[src/design/kfq_pkg.sv]
// Shared types and constants for the keyed-remove FIFO queue.
// This package depends on nothing. The top level and its sequencer logic use it.
`default_nettype none

package kfq_pkg;

    localparam int QUEUE_DEPTH_DEF   = 32;
    localparam int PRIORITY_BITS_DEF = 8;
    localparam int VALUE_W           = 32;

    typedef logic [1:0] cmd_t;
    typedef logic [1:0] status_t;

    localparam cmd_t CMD_APPEND = 2'd0;
    localparam cmd_t CMD_REMOVE = 2'd1;
    localparam cmd_t CMD_LIST   = 2'd2;

    localparam status_t STAT_OK       = 2'd0;
    localparam status_t STAT_FULL     = 2'd1;
    localparam status_t STAT_NOTFOUND = 2'd2;
    localparam status_t STAT_EMPTY    = 2'd3;

    typedef enum logic [3:0] {
        S_IDLE  = 4'b0001,
        S_SCAN  = 4'b0010,
        S_SHIFT = 4'b0100,
        S_LIST  = 4'b1000
    } state_t;

endpackage : kfq_pkg

`default_nettype wire

[src/design/kfq_ram.sv]
// Generic single-clock RAM with one write port and one registered read port.
// This module depends on nothing.
`default_nettype none

module kfq_ram #(
    parameter int WIDTH = 8,
    parameter int DEPTH = 32
) (
    input  wire logic                     clk,
    input  wire logic                     we,
    input  wire logic [$clog2(DEPTH)-1:0] waddr,
    input  wire logic [WIDTH-1:0]         wdata,
    input  wire logic [$clog2(DEPTH)-1:0] raddr,
    output logic      [WIDTH-1:0]         rdata
);

    logic [WIDTH-1:0] mem [DEPTH];

    always_ff @(posedge clk)
    begin
        if (we)
        begin
            mem[waddr] <= wdata;
        end
        rdata <= mem[raddr];
    end

endmodule : kfq_ram

`default_nettype wire

[src/design/keyed_remove_fifo_queue.sv]
// Keyed-remove FIFO queue: ordered (value, priority) store held in one RAM.
// Depends on kfq_pkg and kfq_ram.
// Append: result in the cycle after acceptance and busy stays low, so one append a cycle.
// Remove searches one entry a cycle; its result follows the search cycle that decides it,
// and compaction then moves one entry a cycle. Remove and list hold busy until they have
// walked the queue, so the next item waits for them; results are never held off.
// Reset clears occupancy and the sequencer; RAM contents stay undefined, no clearing pass.
`default_nettype none

module keyed_remove_fifo_queue #(
    parameter int QUEUE_DEPTH   = kfq_pkg::QUEUE_DEPTH_DEF,
    parameter int PRIORITY_BITS = kfq_pkg::PRIORITY_BITS_DEF
) (
    input  wire logic                                clk,
    input  wire logic                                rst_n,
    input  wire logic                                start,
    output logic                                     busy,
    input  wire kfq_pkg::cmd_t                       command,
    input  wire logic signed [kfq_pkg::VALUE_W-1:0]  value,
    input  wire logic [PRIORITY_BITS-1:0]            priority_req,
    output logic                                     strobe,
    output kfq_pkg::status_t                         status,
    output logic signed [kfq_pkg::VALUE_W-1:0]       entry_value,
    output logic [PRIORITY_BITS-1:0]                 entry_priority,
    output logic                                     last
);

    import kfq_pkg::*;

    localparam int IDX_W = $clog2(QUEUE_DEPTH);
    localparam int OCC_W = $clog2(QUEUE_DEPTH + 1);
    localparam int MEM_W = PRIORITY_BITS + VALUE_W;

    state_t                   state_reg, state_next;
    logic [OCC_W-1:0]         occ_reg, occ_next;
    logic [IDX_W-1:0]         idx_reg, idx_next;
    logic [PRIORITY_BITS-1:0] key_reg, key_next;

    logic                     strobe_reg, strobe_next;
    status_t                  status_reg, status_next;
    logic [VALUE_W-1:0]       val_reg, val_next;
    logic [PRIORITY_BITS-1:0] prio_reg, prio_next;
    logic                     last_reg, last_next;

    logic                     accept;
    logic                     ram_we;
    logic [IDX_W-1:0]         ram_waddr;
    logic [MEM_W-1:0]         ram_wdata;
    logic [IDX_W-1:0]         ram_raddr;
    logic [MEM_W-1:0]         ram_rdata;
    logic [VALUE_W-1:0]       rd_val;
    logic [PRIORITY_BITS-1:0] rd_prio;
    logic [OCC_W-1:0]         idx_ext;
    logic                     idx_is_last;
    logic                     is_full;

    kfq_ram #(
        .WIDTH (MEM_W),
        .DEPTH (QUEUE_DEPTH)
    ) u_ram (
        .clk   (clk),
        .we    (ram_we),
        .waddr (ram_waddr),
        .wdata (ram_wdata),
        .raddr (ram_raddr),
        .rdata (ram_rdata)
    );

    assign busy        = (state_reg != S_IDLE);
    assign accept      = start && !busy;
    assign rd_val      = ram_rdata[VALUE_W-1:0];
    assign rd_prio     = ram_rdata[MEM_W-1:VALUE_W];
    assign idx_ext     = OCC_W'(idx_reg);
    assign idx_is_last = (idx_ext == occ_reg - OCC_W'(1));
    assign is_full     = (occ_reg == OCC_W'(QUEUE_DEPTH));

    always_comb
    begin
        state_next  = state_reg;
        occ_next    = occ_reg;
        idx_next    = idx_reg;
        key_next    = key_reg;
        strobe_next = 1'b0;
        status_next = status_reg;
        val_next    = val_reg;
        prio_next   = prio_reg;
        last_next   = last_reg;
        ram_we      = 1'b0;
        ram_waddr   = idx_reg;
        ram_wdata   = ram_rdata;
        ram_raddr   = idx_reg + IDX_W'(1);

        unique case (state_reg)
            S_IDLE:
            begin
                ram_raddr = '0;
                idx_next  = '0;
                if (accept)
                begin
                    key_next = priority_req;
                    unique case (command) inside
                        CMD_APPEND:
                        begin
                            strobe_next = 1'b1;
                            last_next   = 1'b1;
                            val_next    = value;
                            prio_next   = priority_req;
                            if (is_full)
                            begin
                                status_next = STAT_FULL;
                            end
                            else
                            begin
                                status_next = STAT_OK;
                                ram_we      = 1'b1;
                                ram_waddr   = occ_reg[IDX_W-1:0];
                                ram_wdata   = {priority_req, value};
                                occ_next    = occ_reg + OCC_W'(1);
                            end
                        end
                        CMD_REMOVE, CMD_LIST:
                        begin
                            if (occ_reg == '0)
                            begin
                                strobe_next = 1'b1;
                                last_next   = 1'b1;
                                status_next = STAT_EMPTY;
                                val_next    = '0;
                                prio_next   = '0;
                            end
                            else if (command == CMD_REMOVE)
                            begin
                                state_next = S_SCAN;
                            end
                            else
                            begin
                                state_next = S_LIST;
                            end
                        end
                        default:
                        begin
                            // An undefined command is taken and dropped.
                        end
                    endcase
                end
            end

            S_SCAN:
            begin
                // The read for the next slot is issued while this one is checked.
                idx_next = idx_reg + IDX_W'(1);
                if (rd_prio == key_reg)
                begin
                    strobe_next = 1'b1;
                    last_next   = 1'b1;
                    status_next = STAT_OK;
                    val_next    = rd_val;
                    prio_next   = rd_prio;
                    occ_next    = occ_reg - OCC_W'(1);
                    idx_next    = idx_reg;
                    state_next  = idx_is_last ? S_IDLE : S_SHIFT;
                end
                else if (idx_is_last)
                begin
                    strobe_next = 1'b1;
                    last_next   = 1'b1;
                    status_next = STAT_NOTFOUND;
                    val_next    = '0;
                    prio_next   = '0;
                    state_next  = S_IDLE;
                end
            end

            S_SHIFT:
            begin
                // Read data holds the entry behind the slot being filled.
                ram_we    = 1'b1;
                ram_waddr = idx_reg;
                ram_wdata = ram_rdata;
                ram_raddr = idx_reg + IDX_W'(2);
                idx_next  = idx_reg + IDX_W'(1);
                if (idx_ext + OCC_W'(1) == occ_reg)
                begin
                    state_next = S_IDLE;
                end
            end

            S_LIST:
            begin
                strobe_next = 1'b1;
                status_next = STAT_OK;
                val_next    = rd_val;
                prio_next   = rd_prio;
                last_next   = idx_is_last;
                idx_next    = idx_reg + IDX_W'(1);
                if (idx_is_last)
                begin
                    state_next = S_IDLE;
                end
            end

            default:
            begin
                state_next = S_IDLE;
            end
        endcase
    end

    always_ff @(posedge clk or negedge rst_n)
    begin
        if (!rst_n)
        begin
            state_reg  <= S_IDLE;
            occ_reg    <= '0;
            strobe_reg <= 1'b0;
        end
        else
        begin
            state_reg  <= state_next;
            occ_reg    <= occ_next;
            strobe_reg <= strobe_next;
        end
    end

    always_ff @(posedge clk)
    begin
        idx_reg    <= idx_next;
        key_reg    <= key_next;
        status_reg <= status_next;
        val_reg    <= val_next;
        prio_reg   <= prio_next;
        last_reg   <= last_next;
    end

    assign strobe         = strobe_reg;
    assign status         = status_reg;
    assign entry_value    = signed'(val_reg);
    assign entry_priority = prio_reg;
    assign last           = last_reg;

    a_occ_bound: assert property (@(posedge clk) disable iff (!rst_n)
        occ_reg <= OCC_W'(QUEUE_DEPTH))
        else $error("occupancy beyond queue depth");

    a_walk_nonempty: assert property (@(posedge clk) disable iff (!rst_n)
        (state_reg == S_SCAN || state_reg == S_LIST) |-> occ_reg != '0)
        else $error("search or listing on an empty queue");

    a_shift_in_range: assert property (@(posedge clk) disable iff (!rst_n)
        (state_reg == S_SHIFT) |-> (idx_ext < occ_reg && ram_raddr != ram_waddr))
        else $error("compaction write outside the queue or colliding with its read");

    a_shift_no_result: assert property (@(posedge clk) disable iff (!rst_n)
        (state_reg == S_SHIFT) |=> !strobe_reg)
        else $error("result issued during compaction");

endmodule : keyed_remove_fifo_queue

`default_nettype wire

[config.mk]
export PLATFORM = sky130hd
export DESIGN_NAME = keyed_remove_fifo_queue
export DESIGN_NICKNAME = d
export VERILOG_FILES = /design/src/design/kfq_pkg.sv /design/src/design/kfq_ram.sv /design/src/design/keyed_remove_fifo_queue.sv
export SDC_FILE = /design/constraint.sdc
export NUM_CORES = 2
export LEC_CHECK = 0
export BUFFER_PORTS_ARGS = -buffer_cell sky130_fd_sc_hd__buf_2
export CAP_MARGIN = 10
export CORE_MARGIN = 5
export CORE_UTILIZATION = 56
export DETAILED_ROUTE_END_ITERATION = 10
export HOLD_SLACK_MARGIN = 0.1
export PLACE_DENSITY = 0.75
export SLEW_MARGIN = 15
export SYNTH_ARGS = -nofsm -noshare
export SYNTH_HDL_FRONTEND = slang
export SYNTH_HIERARCHICAL = 1
export SYNTH_SLANG_ARGS = --single-unit
[constraint.sdc]
create_clock -name clk -period 4.4 [get_ports clk]
set_input_delay 0.88 -clock clk [delete_from_list [all_inputs] [get_ports clk]]
set_output_delay 0.88 -clock clk [all_outputs]
set_load 0.01 [all_outputs]
==> results by group <==
Routing
  • Vias per cell: 6.439
  • Post-Route WL: 136500 um
  • 1st-iter DRT viols: 3861
  • # DRC: 0
  • Antenna-violating nets left: 0
  • First-pass iteration count of the detailed router: 6
  • DR WL/cell: 28.96 um
  • DR vias: 30359

Critical path
  • R2R cell count: 7
  • Crit path max fanout: 71
  • Arrival @ worst endpoint: 4.52 ns
  • Largest stage delay, worst path: 0.95 ns
  • Slowest CP cell: mux2_8
  • R2r endpoint: u_ram/rdata[8]$_DFF_P_
  • Crit-path cells: nor4b_2 > mux2_8 > buf_12 > mux2i_1 > a22oi_1 > a31oi_1 > nand3_1
  • Reg2Reg Setup Slack: 0.49 ns
  • CP Class: flip-flop to flip-flop
  • Worst R2R Start: state_reg[3]$_DFFE_PN0P_
  • CP Launch Type: flip-flop
  • CP endpoint: u_ram/rdata[8]$_DFF_P_
  • CP Capture Type: flip-flop
  • Required @ worst endpoint: ~5 ns
  • Worst Setup SP: state_reg[3]$_DFFE_PN0P_

Yosys
  • Sequential share of the synthesized area: 75.57%
  • Post-Syn Area per Cell: 17.35 sq um
  • Cell taking the most area after synthesis: edfxtp_1
  • Synth Cell Area: approximately 55000 sq um
  • Simple-Gate Fraction of Synth Area: 3.479%
  • Async set or reset register ratio after synthesis: 0.7931%
  • Number of synthesized register bits: between 1000 and 1500
  • Syn_nets: between 3000 and 4000
  • Gate count after technology mapping: 3142
  • Post-synth cell types: 58
  • Largest family of logic cells by synthesized area: multiplexers
  • Post-synthesis xor/xnor area fraction: 0.4016%
  • Synth top area share: 73.59%
  • Compound-gate portion of the synthesized area: 5.729%
  • Mux share of post-synthesis cell area: 12.64%
  • Yosys warns: 6
  • Post-synth EDFFs: 1336
  • Post-synthesis adder-cell area fraction: 0.1836%
  • Main synth FF type: edfxtp_1
  • Main area contributors after synthesis: edfxtp_1 (74%), mux2i_1 (12%), a22o_1 (1.9%)

Power and ir drop
  • Pwr Density: roughly 650 nW/um^2
  • Peak supply drop: 585.9 uV
  • Total chip power: 40.48 mW
  • Leakage dissipation: 20.34 nW

Global routing
  • Grt peak-use layer: met2
  • Met3 usage: 5.919%
  • Grt total ovfl: 0
  • Largest net degree at the start of global routing: 110
  • Initial antenna violation count: 0
  • First-pass GRT wire length: 198700 um
  • Number of global-route vias before repair: between 30000 and 40000
  • Met2 Track Usage GR: 40.52%
  • Gr usage total: between 20% and 30%
  • Met1 usage: 36.67%

Final layout
  • Area Growth Syn to Fin: 13.53%
  • Max FFs per register: 1280
  • Area of the multi-input gates: 12530 sq um
  • Register area: 41200 sq um
  • Design area: around 62000 sq um
  • Biggest register: u_ram/mem
  • Share of layout cells above drive strength 1: 13.86%
  • Nets: 3375
  • Fillers: 6445

Timing
  • Slew margin rel.: 17.24%
  • Actual slew at the worst max-slew pin: approximately 1.2 ns
  • Final Hold Vio Count: 0
  • Max Transition Viols Final: 0
  • Final setup violation count: 0
  • Tmin final: 3.914 ns
  • RSZ-0062 raised after global routing: no
  • Max frequency: 0.2555 GHz
  • Fin Clk Skew: 0.02986 ns
  • Final Cycle Share: about nine tenths

Clock tree
  • Clock Sink Count: 1387
  • PostCTS Resize Cnt: 0
  • Clk root buf: clkbuf_16
  • Worst-path clk slew: about 0.06 ns
  • CTS tree: built
  • H-tree Lvls: 4
  • Num CTS Buffers: 138
  • CTS Buffer Depth: 3
  • Clock latency on the worst-skew pair: 0.74 ns

Outcome
  • Status: finished, final reports clean

Floorplan
  • Die height: 322.0 um
  • IO Count: 90
  • Core area: 96710 sq um
  • Die Width: about 320 um
  • Die area: 103700 sq um
  • Starting Density: a little under three fifths
  • Row cnt: 114

Min path
  • Worst min-delay path category: primary input to flip-flop
  • Worst hold path cell count: 1

Job
  • Max cap viols: 0

Placement
  • Buffers on Ports: between 80 and 90
  • RD Place Congestion: approximately 0.82
  • DP Wirelength: 72440 um
  • Post-DP Area: 57310 sq um
-- power breakdown --
group          internal (mW)  switching (mW)  leakage, nW  total, mW
clock network           6.88            4.90         2.22       11.8
logic                   4.03            7.43         5.63       11.5
registers               16.8           0.403         12.5       17.2
-- synth_stat cells (all sizes together), types with 2 or more instances --
cell,n
xnor2,5
a22o,121
a21o,2
o31a,2
o21ai,9
a21boi,2
nor4b,4
a211oi,2
a21oi,130
o31ai,2
dfrtp,10
inv,7
clkbuf,80
nand3,130
edfxtp,1336
dfxtp,40
or3b,4
mux2,42
nand3b,5
nand2b,5
xor2,20
nand4,4
or3,2
nor2b,3
buf,104
a32o,4
and2,3
a31oi,43
nand2,138
ha,8
nor3,42
nor4,3
a22oi,121
or4b,2
and3,2
nor2,52
o22ai,3
mux2i,641
-- layout by cell type, fill, tap and decap left out, types with 42 or more instances in the layout --
| cell | instances |
|---|---|
| edfxtp_1 | 1336 |
| mux2i_1 | 641 |
| clkbuf_16 | 141 |
| nand2_1 | 137 |
| nand3_1 | 129 |
| a21oi_1 | 129 |
| a22o_1 | 121 |
| a22oi_1 | 121 |
| buf_4 | 94 |
| buf_2 | 89 |
| clkbuf_1 | 48 |
| a31oi_1 | 43 |
| nor3_1 | 42 |
-- critical path, delay by kind of cell (launching register included) --
kind                   cells  cell delay (ns)
multiplexers               2             1.34
buffers and inverters      1             0.37
AO/OA/AOI/OAI              2             0.57
AND/OR/NAND/NOR            2             0.87
flip-flops                 1             0.49
-- routing by layer --
layer	up-vias	wire, um
met5	-	0
met4	0	4242
met3	294	14440
met2	1823	63910
met1	15401	53940
li1	12841	-
-- final cells by class --
cell class | count | area share (%)
Inverter | 7 | 0.04245
Clock buffer | 201 | 6.259
Multi-Input combinational cell | 1564 | 20.25
Tap cell | 1276 | 2.579
Clock inverter | 52 | 1.124
Timing Repair Buffer | 224 | 3.170
Sequential cell | 1387 | 66.56
Antenna cell | 4 | 0.01617
-- worst min-delay path by stage --
stage	slack, ns	endpoint	start
6_report	0.35	key_reg[6]$_DFFE_PP_	priority_req[6]
5_1_grt	0.32	key_reg[6]$_DFFE_PP_	priority_req[6]
4_1_cts	0.31	key_reg[6]$_DFFE_PP_	priority_req[6]
3_5_place_dp	0.55	entry_value[2]$_DFFE_PP_	u_ram/rdata[2]$_DFF_P_
3_3_place_gp	0.54	entry_value[4]$_DFFE_PP_	u_ram/rdata[4]$_DFF_P_
2_1_floorplan	0.52	entry_value[0]$_DFFE_PP_	u_ram/rdata[0]$_DFF_P_
-- through the flow --
step | worst slack [ns] | hold WS [ns] | util (%) | setup TNS [ns] | instances
CTS | 0.4996 | 0.3112 | 63.99 | 0 | 4711
global route | 0.3944 | 0.3207 | 63.99 | 0 | 4711
finish | 0.4860 | 0.3496 | 64.00 | 0 | 4715
global placement | 0.5846 | 0.5394 | 59.26 | 0 | 4457
detailed placement | 0.5196 | 0.5496 | 59.26 | 0 | 4457
floorplan | -0.2923 | 0.5196 | - | -130.70 | 3142
-- kinds of logic after synthesis --
| group | count (synthesis) |
|---|---|
| multiplexers | 683 |
| adder cells (fa/ha/maj) | 8 |
| XOR/XNOR | 25 |
| AO/OA/AOI/OAI | 447 |
| AND/OR/NAND/NOR | 401 |
| flip-flops | 1387 |
| buffers and inverters | 191 |
-- what timing repair did --
action,CTS,global route
setup buffers,0,0
setup endpoints to repair,0,0
hold buffers,1,0
hold endpoints to repair,10,0
(Power assumes the default switching activity.)
